[config.mk]
export PLATFORM = sky130hd
export DESIGN_NAME = sha256_stream_hasher_unit_flat
export DESIGN_NICKNAME = d
export VERILOG_FILES = /design/src/design/sha_pkg.sv /design/src/design/sha_if.sv /design/src/design/sha256_stream_hasher_unit.sv /design/src/flat_wrapper.sv
export SDC_FILE = /design/constraint.sdc
export NUM_CORES = 2
export LEC_CHECK = 0
export BUFFER_PORTS_ARGS = -buffer_cell sky130_fd_sc_hd__buf_2
export CAP_MARGIN = 20
export CORE_MARGIN = 3
export CORE_UTILIZATION = 40
export CTS_BUF_LIST = sky130_fd_sc_hd__clkbuf_4 sky130_fd_sc_hd__clkbuf_8
export DETAILED_ROUTE_END_ITERATION = 10
export PLACE_DENSITY = 0.67
export SETUP_SLACK_MARGIN = 0.3
export SLEW_MARGIN = 20
export SYNTH_ARGS = -nofsm -noshare
export SYNTH_HDL_FRONTEND = slang
export SYNTH_SLANG_ARGS = --single-unit
[constraint.sdc]
create_clock -name clk -period 41 [get_ports clk]
set_clock_uncertainty 0.15 [all_clocks]
set_input_delay 2.05 -clock clk [delete_from_list [all_inputs] [get_ports clk]]
set_output_delay 2.05 -clock clk [all_outputs]
set_load 0.005 [all_outputs]
[src/design/sha_pkg.sv]
// ----------------------------------------------------------------------------
// sha_pkg
// Shared constants and round functions of the SHA-256 stream hasher.
// ----------------------------------------------------------------------------
package sha_pkg;

	// item mode codes
	localparam logic [1:0] MODE_APPEND        = 2'd0;
	localparam logic [1:0] MODE_APPEND_FINISH = 2'd1;
	localparam logic [1:0] MODE_FINISH        = 2'd2;
	localparam logic [1:0] MODE_IGNORE        = 2'd3;

	// padding marker byte
	localparam logic [7:0] PAD_MARK = 8'h80;

	// byte position where the length field starts
	localparam logic [5:0] LEN_POS = 6'd56;

	// initial hash words
	localparam logic [31:0] INIT_HASH [8] = '{
		32'h6a09e667, 32'hbb67ae85, 32'h3c6ef372, 32'ha54ff53a,
		32'h510e527f, 32'h9b05688c, 32'h1f83d9ab, 32'h5be0cd19
	};

	// round constants
	localparam logic [31:0] ROUND_K [64] = '{
		32'h428a2f98, 32'h71374491, 32'hb5c0fbcf, 32'he9b5dba5,
		32'h3956c25b, 32'h59f111f1, 32'h923f82a4, 32'hab1c5ed5,
		32'hd807aa98, 32'h12835b01, 32'h243185be, 32'h550c7dc3,
		32'h72be5d74, 32'h80deb1fe, 32'h9bdc06a7, 32'hc19bf174,
		32'he49b69c1, 32'hefbe4786, 32'h0fc19dc6, 32'h240ca1cc,
		32'h2de92c6f, 32'h4a7484aa, 32'h5cb0a9dc, 32'h76f988da,
		32'h983e5152, 32'ha831c66d, 32'hb00327c8, 32'hbf597fc7,
		32'hc6e00bf3, 32'hd5a79147, 32'h06ca6351, 32'h14292967,
		32'h27b70a85, 32'h2e1b2138, 32'h4d2c6dfc, 32'h53380d13,
		32'h650a7354, 32'h766a0abb, 32'h81c2c92e, 32'h92722c85,
		32'ha2bfe8a1, 32'ha81a664b, 32'hc24b8b70, 32'hc76c51a3,
		32'hd192e819, 32'hd6990624, 32'hf40e3585, 32'h106aa070,
		32'h19a4c116, 32'h1e376c08, 32'h2748774c, 32'h34b0bcb5,
		32'h391c0cb3, 32'h4ed8aa4a, 32'h5b9cca4f, 32'h682e6ff3,
		32'h748f82ee, 32'h78a5636f, 32'h84c87814, 32'h8cc70208,
		32'h90befffa, 32'ha4506ceb, 32'hbef9a3f7, 32'hc67178f2
	};

	// compression sigma on a
	function automatic logic [31:0] big_sigma0(input logic [31:0] x);
		return {x[1:0], x[31:2]} ^ {x[12:0], x[31:13]} ^ {x[21:0], x[31:22]};
	endfunction

	// compression sigma on e
	function automatic logic [31:0] big_sigma1(input logic [31:0] x);
		return {x[5:0], x[31:6]} ^ {x[10:0], x[31:11]} ^ {x[24:0], x[31:25]};
	endfunction

	// schedule sigma on w[i-15]
	function automatic logic [31:0] small_sigma0(input logic [31:0] x);
		return {x[6:0], x[31:7]} ^ {x[17:0], x[31:18]} ^ {3'b000, x[31:3]};
	endfunction

	// schedule sigma on w[i-2]
	function automatic logic [31:0] small_sigma1(input logic [31:0] x);
		return {x[16:0], x[31:17]} ^ {x[18:0], x[31:19]} ^ {10'd0, x[31:10]};
	endfunction

endpackage

[src/design/sha_if.sv]
// ----------------------------------------------------------------------------
// sha_in_if / sha_out_if
// Valid/ready channels of the SHA-256 stream hasher: byte beats in,
// digest word beats out.
// ----------------------------------------------------------------------------
interface sha_in_if;
	logic       valid;
	logic       ready;
	logic [1:0] mode;
	logic [7:0] byte_value;

	modport source (output valid, output mode, output byte_value, input ready);
	modport sink   (input valid, input mode, input byte_value, output ready);
endinterface

interface sha_out_if;
	logic        valid;
	logic        ready;
	logic [63:0] digest_word;
	logic [1:0]  word_index;
	logic        last_word;

	modport source (output valid, output digest_word, output word_index,
		output last_word, input ready);
	modport sink   (input valid, input digest_word, input word_index,
		input last_word, output ready);
endinterface

[src/design/sha256_stream_hasher_unit.sv]
// ----------------------------------------------------------------------------
// sha256_stream_hasher_unit
// SHA-256 over a byte stream with padding and a four-beat digest output.
// ----------------------------------------------------------------------------
// Each 64th message byte starts the compression, which runs one round per
// cycle on a single round unit: 64 rounds, then the chaining add. A finish
// pads one byte per cycle (0x80, zeros, then the eight length bytes), pausing
// for a compression when a block fills, runs one or two compressions and then
// offers the digest as four 64-bit beats, most significant first; the unit
// takes no input while a compression runs, nor from a finish until the last
// digest beat is taken. The hash state then returns to its initial value.
// Mode three beats are taken and dropped.
module sha256_stream_hasher_unit (
	input  logic            clk,
	input  logic            arst_n,
	sha_in_if.sink          item,
	sha_out_if.source       result
);

	typedef enum logic [2:0] {
		ST_IDLE,
		ST_ROUND,
		ST_ADD,
		ST_PAD,
		ST_LEN,
		ST_OUT
	} state_t;

	state_t        state_q;
	state_t        ret_q;
	logic [5:0]    fill_q;
	logic [54:0]   blk_cnt_q;
	logic          pad_first_q;
	logic [5:0]    rnd_q;
	logic [1:0]    idx_q;
	logic [31:0]   chain_q [8];

	logic [511:0]  buf_q;
	logic [31:0]   work_q [8];
	logic [63:0]   len_q;

	logic          accept;
	logic          shift_en;
	logic [7:0]    shift_byte;
	logic          comp_start;
	logic          len_load;

	logic [31:0]   w0, w1, w9, w14, w_new;
	logic [31:0]   t1, t2, ch, maj;

	// handshake
	assign item.ready   = arst_n && (state_q == ST_IDLE);
	assign accept       = item.valid && item.ready;

	// digest beats straight from the chaining registers
	assign result.valid       = (state_q == ST_OUT);
	assign result.digest_word = {chain_q[{idx_q, 1'b0}], chain_q[{idx_q, 1'b1}]};
	assign result.word_index  = idx_q;
	assign result.last_word   = &idx_q;

	// byte shift control
	always_comb begin
		shift_en   = 1'b0;
		shift_byte = 8'h00;
		unique case (state_q)
			ST_IDLE: begin
				if (accept && item.mode != sha_pkg::MODE_IGNORE
						&& item.mode != sha_pkg::MODE_FINISH) begin
					shift_en   = 1'b1;
					shift_byte = item.byte_value;
				end
			end
			ST_PAD: begin
				if (pad_first_q || fill_q != sha_pkg::LEN_POS) begin
					shift_en   = 1'b1;
					shift_byte = pad_first_q ? sha_pkg::PAD_MARK : 8'h00;
				end
			end
			ST_LEN: begin
				shift_en   = 1'b1;
				shift_byte = len_q[63:56];
			end
			default: begin
				shift_en   = 1'b0;
				shift_byte = 8'h00;
			end
		endcase
	end

	assign comp_start = shift_en && (&fill_q);
	assign len_load   = (state_q == ST_PAD) && pad_first_q;

	// message schedule window taps
	assign w0  = buf_q[511:480];
	assign w1  = buf_q[479:448];
	assign w9  = buf_q[223:192];
	assign w14 = buf_q[63:32];
	assign w_new = sha_pkg::small_sigma1(w14) + w9 + sha_pkg::small_sigma0(w1) + w0;

	// round function
	assign ch  = (work_q[4] & work_q[5]) ^ (~work_q[4] & work_q[6]);
	assign maj = (work_q[0] & work_q[1]) ^ (work_q[0] & work_q[2])
		^ (work_q[1] & work_q[2]);
	assign t1  = work_q[7] + sha_pkg::big_sigma1(work_q[4]) + ch
		+ sha_pkg::ROUND_K[rnd_q] + w0;
	assign t2  = sha_pkg::big_sigma0(work_q[0]) + maj;

	// sequencer and hash state
	always_ff @(posedge clk or negedge arst_n) begin
		if (!arst_n) begin
			state_q     <= ST_IDLE;
			ret_q       <= ST_IDLE;
			fill_q      <= '0;
			blk_cnt_q   <= '0;
			pad_first_q <= 1'b0;
			rnd_q       <= '0;
			idx_q       <= '0;
			for (int i = 0; i < 8; i++) chain_q[i] <= sha_pkg::INIT_HASH[i];
		end else begin
			if (shift_en) fill_q <= fill_q + 6'd1;
			unique case (state_q)
				ST_IDLE: begin
					if (accept && item.mode != sha_pkg::MODE_IGNORE) begin
						pad_first_q <= 1'b1;
						if (comp_start) begin
							state_q <= ST_ROUND;
							rnd_q   <= '0;
							ret_q   <= (item.mode == sha_pkg::MODE_APPEND) ? ST_IDLE : ST_PAD;
						end else if (item.mode != sha_pkg::MODE_APPEND) begin
							state_q <= ST_PAD;
						end
					end
				end
				ST_PAD: begin
					pad_first_q <= 1'b0;
					if (comp_start) begin
						state_q <= ST_ROUND;
						rnd_q   <= '0;
						ret_q   <= ST_PAD;
					end else if (!shift_en) begin
						state_q <= ST_LEN;
					end
				end
				ST_LEN: begin
					if (comp_start) begin
						state_q <= ST_ROUND;
						rnd_q   <= '0;
						ret_q   <= ST_OUT;
					end
				end
				ST_ROUND: begin
					rnd_q <= rnd_q + 6'd1;
					if (&rnd_q) state_q <= ST_ADD;
				end
				ST_ADD: begin
					for (int i = 0; i < 8; i++) chain_q[i] <= chain_q[i] + work_q[i];
					blk_cnt_q <= blk_cnt_q + 55'd1;
					state_q   <= ret_q;
				end
				ST_OUT: begin
					if (result.ready) begin
						idx_q <= idx_q + 2'd1;
						if (&idx_q) begin
							state_q   <= ST_IDLE;
							fill_q    <= '0;
							blk_cnt_q <= '0;
							for (int i = 0; i < 8; i++) chain_q[i] <= sha_pkg::INIT_HASH[i];
						end
					end
				end
				default: begin
					state_q <= ST_IDLE;
				end
			endcase
		end
	end

	// block buffer, working variables and length field
	always_ff @(posedge clk) begin
		if (len_load) len_q <= {blk_cnt_q, fill_q, 3'b000};
		else if (state_q == ST_LEN) len_q <= {len_q[55:0], 8'h00};

		if (shift_en) buf_q <= {buf_q[503:0], shift_byte};
		else if (state_q == ST_ROUND) buf_q <= {buf_q[479:0], w_new};

		if (comp_start) begin
			for (int i = 0; i < 8; i++) work_q[i] <= chain_q[i];
		end else if (state_q == ST_ROUND) begin
			work_q[7] <= work_q[6];
			work_q[6] <= work_q[5];
			work_q[5] <= work_q[4];
			work_q[4] <= work_q[3] + t1;
			work_q[3] <= work_q[2];
			work_q[2] <= work_q[1];
			work_q[1] <= work_q[0];
			work_q[0] <= t1 + t2;
		end
	end

	// checks
	a_no_overlap: assert property (@(posedge clk) disable iff (!arst_n)
		result.valid |-> !item.ready)
		else $error("input taken while digest pending");

	a_round_end: assert property (@(posedge clk) disable iff (!arst_n)
		(state_q == ST_ROUND && (&rnd_q)) |=> state_q == ST_ADD)
		else $error("compression did not end after the last round");

	a_clear_after_digest: assert property (@(posedge clk) disable iff (!arst_n)
		(result.valid && result.ready && result.last_word)
		|=> (fill_q == 6'd0 && blk_cnt_q == 55'd0 && state_q == ST_IDLE))
		else $error("hash state not cleared after final digest beat");

endmodule

[src/flat_wrapper.sv]
// flat-port wrapper written by rule: the top's interface ports become plain ports
module sha256_stream_hasher_unit_flat 
  (clk, arst_n, item_valid, item_mode, item_byte_value, item_ready, result_valid, result_digest_word, result_word_index, result_last_word, result_ready);
  sha_in_if item_i ();
  sha_out_if result_i ();
  input  logic clk;
  input  logic arst_n;
  input wire logic [$bits(item_i.valid)-1:0] item_valid;
  input wire logic [$bits(item_i.mode)-1:0] item_mode;
  input wire logic [$bits(item_i.byte_value)-1:0] item_byte_value;
  output wire logic [$bits(item_i.ready)-1:0] item_ready;
  output wire logic [$bits(result_i.valid)-1:0] result_valid;
  output wire logic [$bits(result_i.digest_word)-1:0] result_digest_word;
  output wire logic [$bits(result_i.word_index)-1:0] result_word_index;
  output wire logic [$bits(result_i.last_word)-1:0] result_last_word;
  input wire logic [$bits(result_i.ready)-1:0] result_ready;
  assign item_i.valid = item_valid;
  assign item_i.mode = item_mode;
  assign item_i.byte_value = item_byte_value;
  assign item_ready = item_i.ready;
  assign result_valid = result_i.valid;
  assign result_digest_word = result_i.digest_word;
  assign result_word_index = result_i.word_index;
  assign result_last_word = result_i.last_word;
  assign result_i.ready = result_ready;
  sha256_stream_hasher_unit u_core (.clk(clk), .arst_n(arst_n), .item(item_i), .result(result_i));
endmodule
* Word level (Yosys, flattened, before mapping)
Memory sizes are Yosys's and may differ from the RTL's.
Cells that the tools add are included.
** Storage, ports and cells
- Flip-flop bits (word level) :: 905
- RAM bits :: 256
- ROM bits :: 2048
- Output and inout bits :: 69
- Word-level logic and storage cells :: 178
- Memories kept :: 2
** Memory list
- (name not given) :: words 64, bits a word 32, read ports 1, clocked after Yosys merged registers in 0, write ports 0, line sha256_stream_hasher_unit.sv:105 : + sha_pkg::ROUND_K[rnd_q] + w0;
- u_core.work_q :: words 8, bits a word 32, read ports 8, clocked after Yosys merged registers in 0, write ports 8, line sha256_stream_hasher_unit.sv:39 : logic [31:0] work_q [8];
** Cells by class
- Add/subtract/negate cells :: 22
- Magnitude comparators :: 3
- Eq/ne operators :: 17
- Mux-type cells :: 63
- Bitwise gates (word level) :: 28
- Reductions and logical operators :: 26
** Operators by type and width (count)
- two-way mux 512 bit :: 2
- adder 32 bit :: 18
- two-way mux 256 bit :: 2
- case mux 256 bit (2 select lines) :: 1
- two-way mux 32 bit :: 14
- bitwise XOR 32 bit :: 9
- binary-select mux 32 bit (select 3 bit) :: 2
- AND 32 bit :: 5
- two-way mux 64 bit :: 2
- two-way mux 55 bit :: 2
- case mux 55 bit (2 select lines) :: 1
- adder 55 x 1 -> 55 bit (second input constant) :: 1
- two-way mux 3 bit :: 13
- two-way mux 6 bit :: 6
- NOT 32 bit :: 1
- bitwise XOR 32 x 22 -> 32 bit :: 1
- bitwise XOR 32 x 29 -> 32 bit :: 1
- two-way mux 8 bit :: 3
- case mux 8 bit (3 select lines) :: 1
- case mux 3 bit (6 select lines) :: 1
- case mux 6 bit (3 select lines) :: 1
- adder 6 x 1 -> 6 bit (second input constant) :: 2
- != test 2 x 1 -> 1 bit (second input constant) :: 6
- AND reduction 6 bit :: 2
- other kinds (29) :: 62

* Logic depth before layout (Yosys ltp)
- Depth after elaboration :: 11
- Mapped depth :: 40
- Gate-level depth less buffers :: 38

* Least setup slack after synthesis
Ideal clock, no wire load.
- Path kind :: input to register
- Start :: in arst_n
- End :: reg u_core.buf_q[0], enable pin
- Setup time :: 3.632 ns
- Arrival :: 11.597 ns
- Required time :: 37.218 ns
- Path slack :: 25.621 ns
- Cell stages on the path :: 7
- Cells stage by stage :: and2_1 -> nand2_1 -> nor2_1 -> nor2_1 -> clkbuf_1 -> buf_1 -> nand2_1
** On the way
- Longest elaborated chain between the ends :: 7
** RTL lines
- start: declaration :: line flat_wrapper.sv:7 : input logic arst_n;
- logical AND 1 bit :: line sha256_stream_hasher_unit.sv:52 : assign item.ready = arst_n && (state_q == ST_IDLE);
- logical AND 1 bit :: line sha256_stream_hasher_unit.sv:53 : assign accept = item.valid && item.ready;
- logical AND 1 bit :: line sha256_stream_hasher_unit.sv:67 : if (accept && item.mode != sha_pkg::MODE_IGNORE
- logical AND 1 bit :: line sha256_stream_hasher_unit.sv:68 : && item.mode != sha_pkg::MODE_FINISH) begin
- two-way mux 1 bit :: line sha256_stream_hasher_unit.sv:67
- case mux 1 bit (3 select lines) :: line sha256_stream_hasher_unit.sv:65 : unique case (state_q)
- nonzero test 2 bit (no source line)
- end signal: assignment :: line sha256_stream_hasher_unit.sv:183 : if (shift_en) buf_q <= {buf_q[503:0], shift_byte};
- end signal: assignment :: line sha256_stream_hasher_unit.sv:184 : else if (state_q == ST_ROUND) buf_q <= {buf_q[479:0], w_new};
- end: declaration :: line sha256_stream_hasher_unit.sv:38 : logic [511:0] buf_q;
No other way between the ends.
A chain may end at the register's enable or synchronous reset.

==> summary.md <==
| Metric | Value |
|---|---|
| Distinct cells, synth | 87 |
| Syn_nets | 8796 |
| Grt ovf | 0 |
| Number of global-route vias before repair | 58800 |
| Critical Path Start Type | register |
| Max Clk Rate | 93.9 MHz |
| Worst-Margin Slew | 1.33 ns |
| PostCTS Resize Cnt | 0 |
| Top-count cell post-synth | nand2_1 |
| TritonCTS Sinks | 1161 |
| Vias per inst | 5.63 |
| Post-synth ARST share | 28.6% |
| DRC Markers | 0 |
| DR iter-0 viols | 6340 |
| CTS Hold Bufs | 0 |
| Compound-Gate Fraction of Synth Area | 12.6% |
| Post-synthesis adder-cell area fraction | 12.0% |
| Routed WL | 243000 um |
| Final Hold Fails | 0 |
| Status | completed |
| Setup WS pre-CTS | 30.57 ns |
| Syn Inst Count | 8189 |
| Largest family of logic cells by synthesized area | simple AND/OR/NAND/NOR gates |
| Maxcap violations | 0 |
| H-tree depth | 4 |
| Final Max Slew Viols | 0 |
| Die area | 0.196 mm2 |
| Hpwl dp | 176000 um |
| CP dominant cell by count | o21ai_0 |
| Synth Area in Simple Gates | 18.3% |
| Final worst slack | 30.36 ns |
| Antenna-violating nets left | 0 |
| DR pass1 iterations | 6 |
| Fin cells | 10800 |
| CTS root buffer | clkbuf_8 |
| Share of the synthesized area in the top cell type | 32.7% |
| Worst hold stages | 2 |
| Clock Path Buffers | 3 |
| Highest-delay cell along the critical path | ha_1 |
| Crit Path Class | reg2reg |
| Post-Synth XOR/XNOR Area | 7.19% |
| Total GRT Usage | 24.2% |
| Yosys warnings | 0 |
| RD Place Congestion | 0.959 |
| CTS Buf Count | 203 |
| Initial Utilization | 40.4% |
| Via count | 60600 |
| Clock Latency Late Sink | 0.98 ns |
| Sequential cell area fraction in the yosys report | 43.8% |
| Die height | 442 um |
| EDFF count, synth | 829 |
| Area grow syn2layout | 9.34% |
| Setup_tns | 0 ns |
| Reg2reg path depth | 30 |
| Total Nets Final | 8699 |
| CP Max Fanout | 16 |
| Clock transition at path regs | 0.06 ns |
| Cell taking the most area after synthesis | edfxtp_1 |
| Post-synthesis mux area share | 2.67% |
| Crit path time final | 10.64 ns |
| I/O pin cnt | 83 |
| #FFs+latches synth | 1161 |
| First-pass GRT wire length | 364000 um |
| Top cells by area, synth | edfxtp_1 (33%), nand2_1 (13%), ha_1 (6.5%) |
| Mean Syn Cell Area | 9.30 um2 |
| Total core area | 0.189 mm2 |
| Post-CTS setup buffer count | 0 |
| Pin count of the biggest net entering global routing | 261 |
| Placed Instances | 10400 |
| Initial antenna violation count | 11 |
| RSZ-0062 raised after global routing | false |
| Worst Hold Slack | 0.334 ns |
| Final setup fails | 0 |
| CP Data Arrival Time | 11.14 ns |
| Mapped cell area | 0.0762 mm2 |
| TritonCTS clock tree | done |
| Fraction of layout cells with a size suffix above 1 | 9.69% |
| Crit path required time | 41.49 ns |
| Hold Crit Class | reg2reg |
| Post-DR wirelength/cell | 22.6 um |
| Post-synth top cells | nand2_1 (2549), edfxtp_1 (829), o21ai_0 (469) |
| Row cnt | 159 |
| Max_slew headroom | 11.3% |
| Crit-path max cell delay | 0.71 ns |
| Main synth FF type | edfxtp_1 |
| Period utilization | 26.0% |
| Die X | 442 um |
| Setup crit end kind | register |
| I/O Buffers | 82 |
==> path summary, 6_finish.rpt <==
kind	end	startpoint	slack [ns]
max in group asynchronous	u_core.chain_q[252]$_DFFE_PN0P_	arst_n	38.19
min reg2reg	u_core.ret_q[1]$_DFFE_PN0P_	u_core.ret_q[1]$_DFFE_PN0P_	0.33
min	u_core.ret_q[1]$_DFFE_PN0P_	u_core.ret_q[1]$_DFFE_PN0P_	0.33
max reg2reg	u_core.work_q[0][29]$_DFFE_PP_	u_core.rnd_q[1]$_DFFE_PN0P_	30.36
min in group asynchronous	u_core.chain_q[128]$_DFFE_PN0P_	arst_n	0.79
max	u_core.work_q[0][29]$_DFFE_PP_	u_core.rnd_q[1]$_DFFE_PN0P_	30.36
==> flip-flops by register name, summed over array words and instances, names as in the netlist, 3 cells and up <==
register	cells
u_core.blk_cnt_q	55
u_core.buf_q	512
u_core.chain_q	256
u_core.fill_q	6
u_core.len_q	61
u_core.ret_q	3
u_core.rnd_q	6
u_core.state_q	3
u_core.work_q	256
==> metrics by stage <==
step | util, % | instance area [um2]
floorplan | - | 76200
global placement | 41.7 | 78700
detailed placement | 41.7 | 78700
CTS | 44.1 | 83200
global route | 44.2 | 83300
finish | 44.2 | 83300
==> metal layers <==
layer / up-vias / track usage [%] / part of all wire [%]
met5: - / 0 / 0.012
met4: 4 / 9.46 / 4.0
met3: 424 / 3.73 / 7.5
met2: 2364 / 38.3 / 46
met1: 29800 / 33.3 / 43
li1: 28000 / - / -
==> cell usage in the layout (no fill, tap or decap), types with 16 or more instances in the layout <==
| master | n |
|---|---|
| a211o_1 | 16 |
| a211oi_1 | 49 |
| a21o_1 | 186 |
| a21oi_1 | 462 |
| a31oi_1 | 37 |
| and2_1 | 22 |
| and3_1 | 41 |
| buf_2 | 81 |
| buf_4 | 59 |
| clkbuf_4 | 84 |
| clkbuf_8 | 245 |
| clkinv_1 | 21 |
| dfrtp_1 | 191 |
| dfstp_2 | 136 |
| edfxtp_1 | 829 |
| fa_1 | 195 |
| ha_1 | 398 |
| inv_1 | 244 |
| maj3_1 | 26 |
| mux2_2 | 27 |
| mux4_2 | 70 |
| nand2_1 | 2545 |
| nand2b_1 | 66 |
| nand3_1 | 132 |
| nand4_1 | 26 |
| nor2_1 | 339 |
| nor2b_1 | 47 |
| nor3_1 | 96 |
| o211ai_1 | 25 |
| o21a_1 | 48 |
| o21ai_0 | 468 |
| o21bai_1 | 38 |
| o31ai_1 | 39 |
| or2_2 | 17 |
| or3_1 | 30 |
| xnor2_1 | 415 |
| xor2_1 | 208 |
==> kinds of logic (layout without fill, tap and decap cells) <==
group	Yosys count	count (layout)
compound gates	1557	1557
flops	1161	1161
simple gates	3416	3416
buf+inv	700	777
other cells	0	2
fa+ha+maj	619	619
xor+xnor	624	624
mux	112	112
==> area by class of cell <==
cell class	count	area, um2
fillers	18000	105000
multi-input cells	6328	40200
flip-flops and latches	1161	33400
clock buffers	329	4000
well taps	2495	3120
repair buffers	151	1050
inverters	247	935
clock inverters	50	533
diodes	2	5.00
==> worst max-delay path: cells and delay by family (launching register included) <==
kind / cells / cell delay [ns]
mux: 1 / 0.59
buf+inv: 2 / 0.39
fa+ha+maj: 8 / 3.62
flops: 1 / 0.67
compound gates: 14 / 3.93
simple gates: 3 / 0.54
xor+xnor: 2 / 0.39
Power is not shown: default switching activity piles up to over one toggle a cycle in this logic, so the estimate is an artifact.
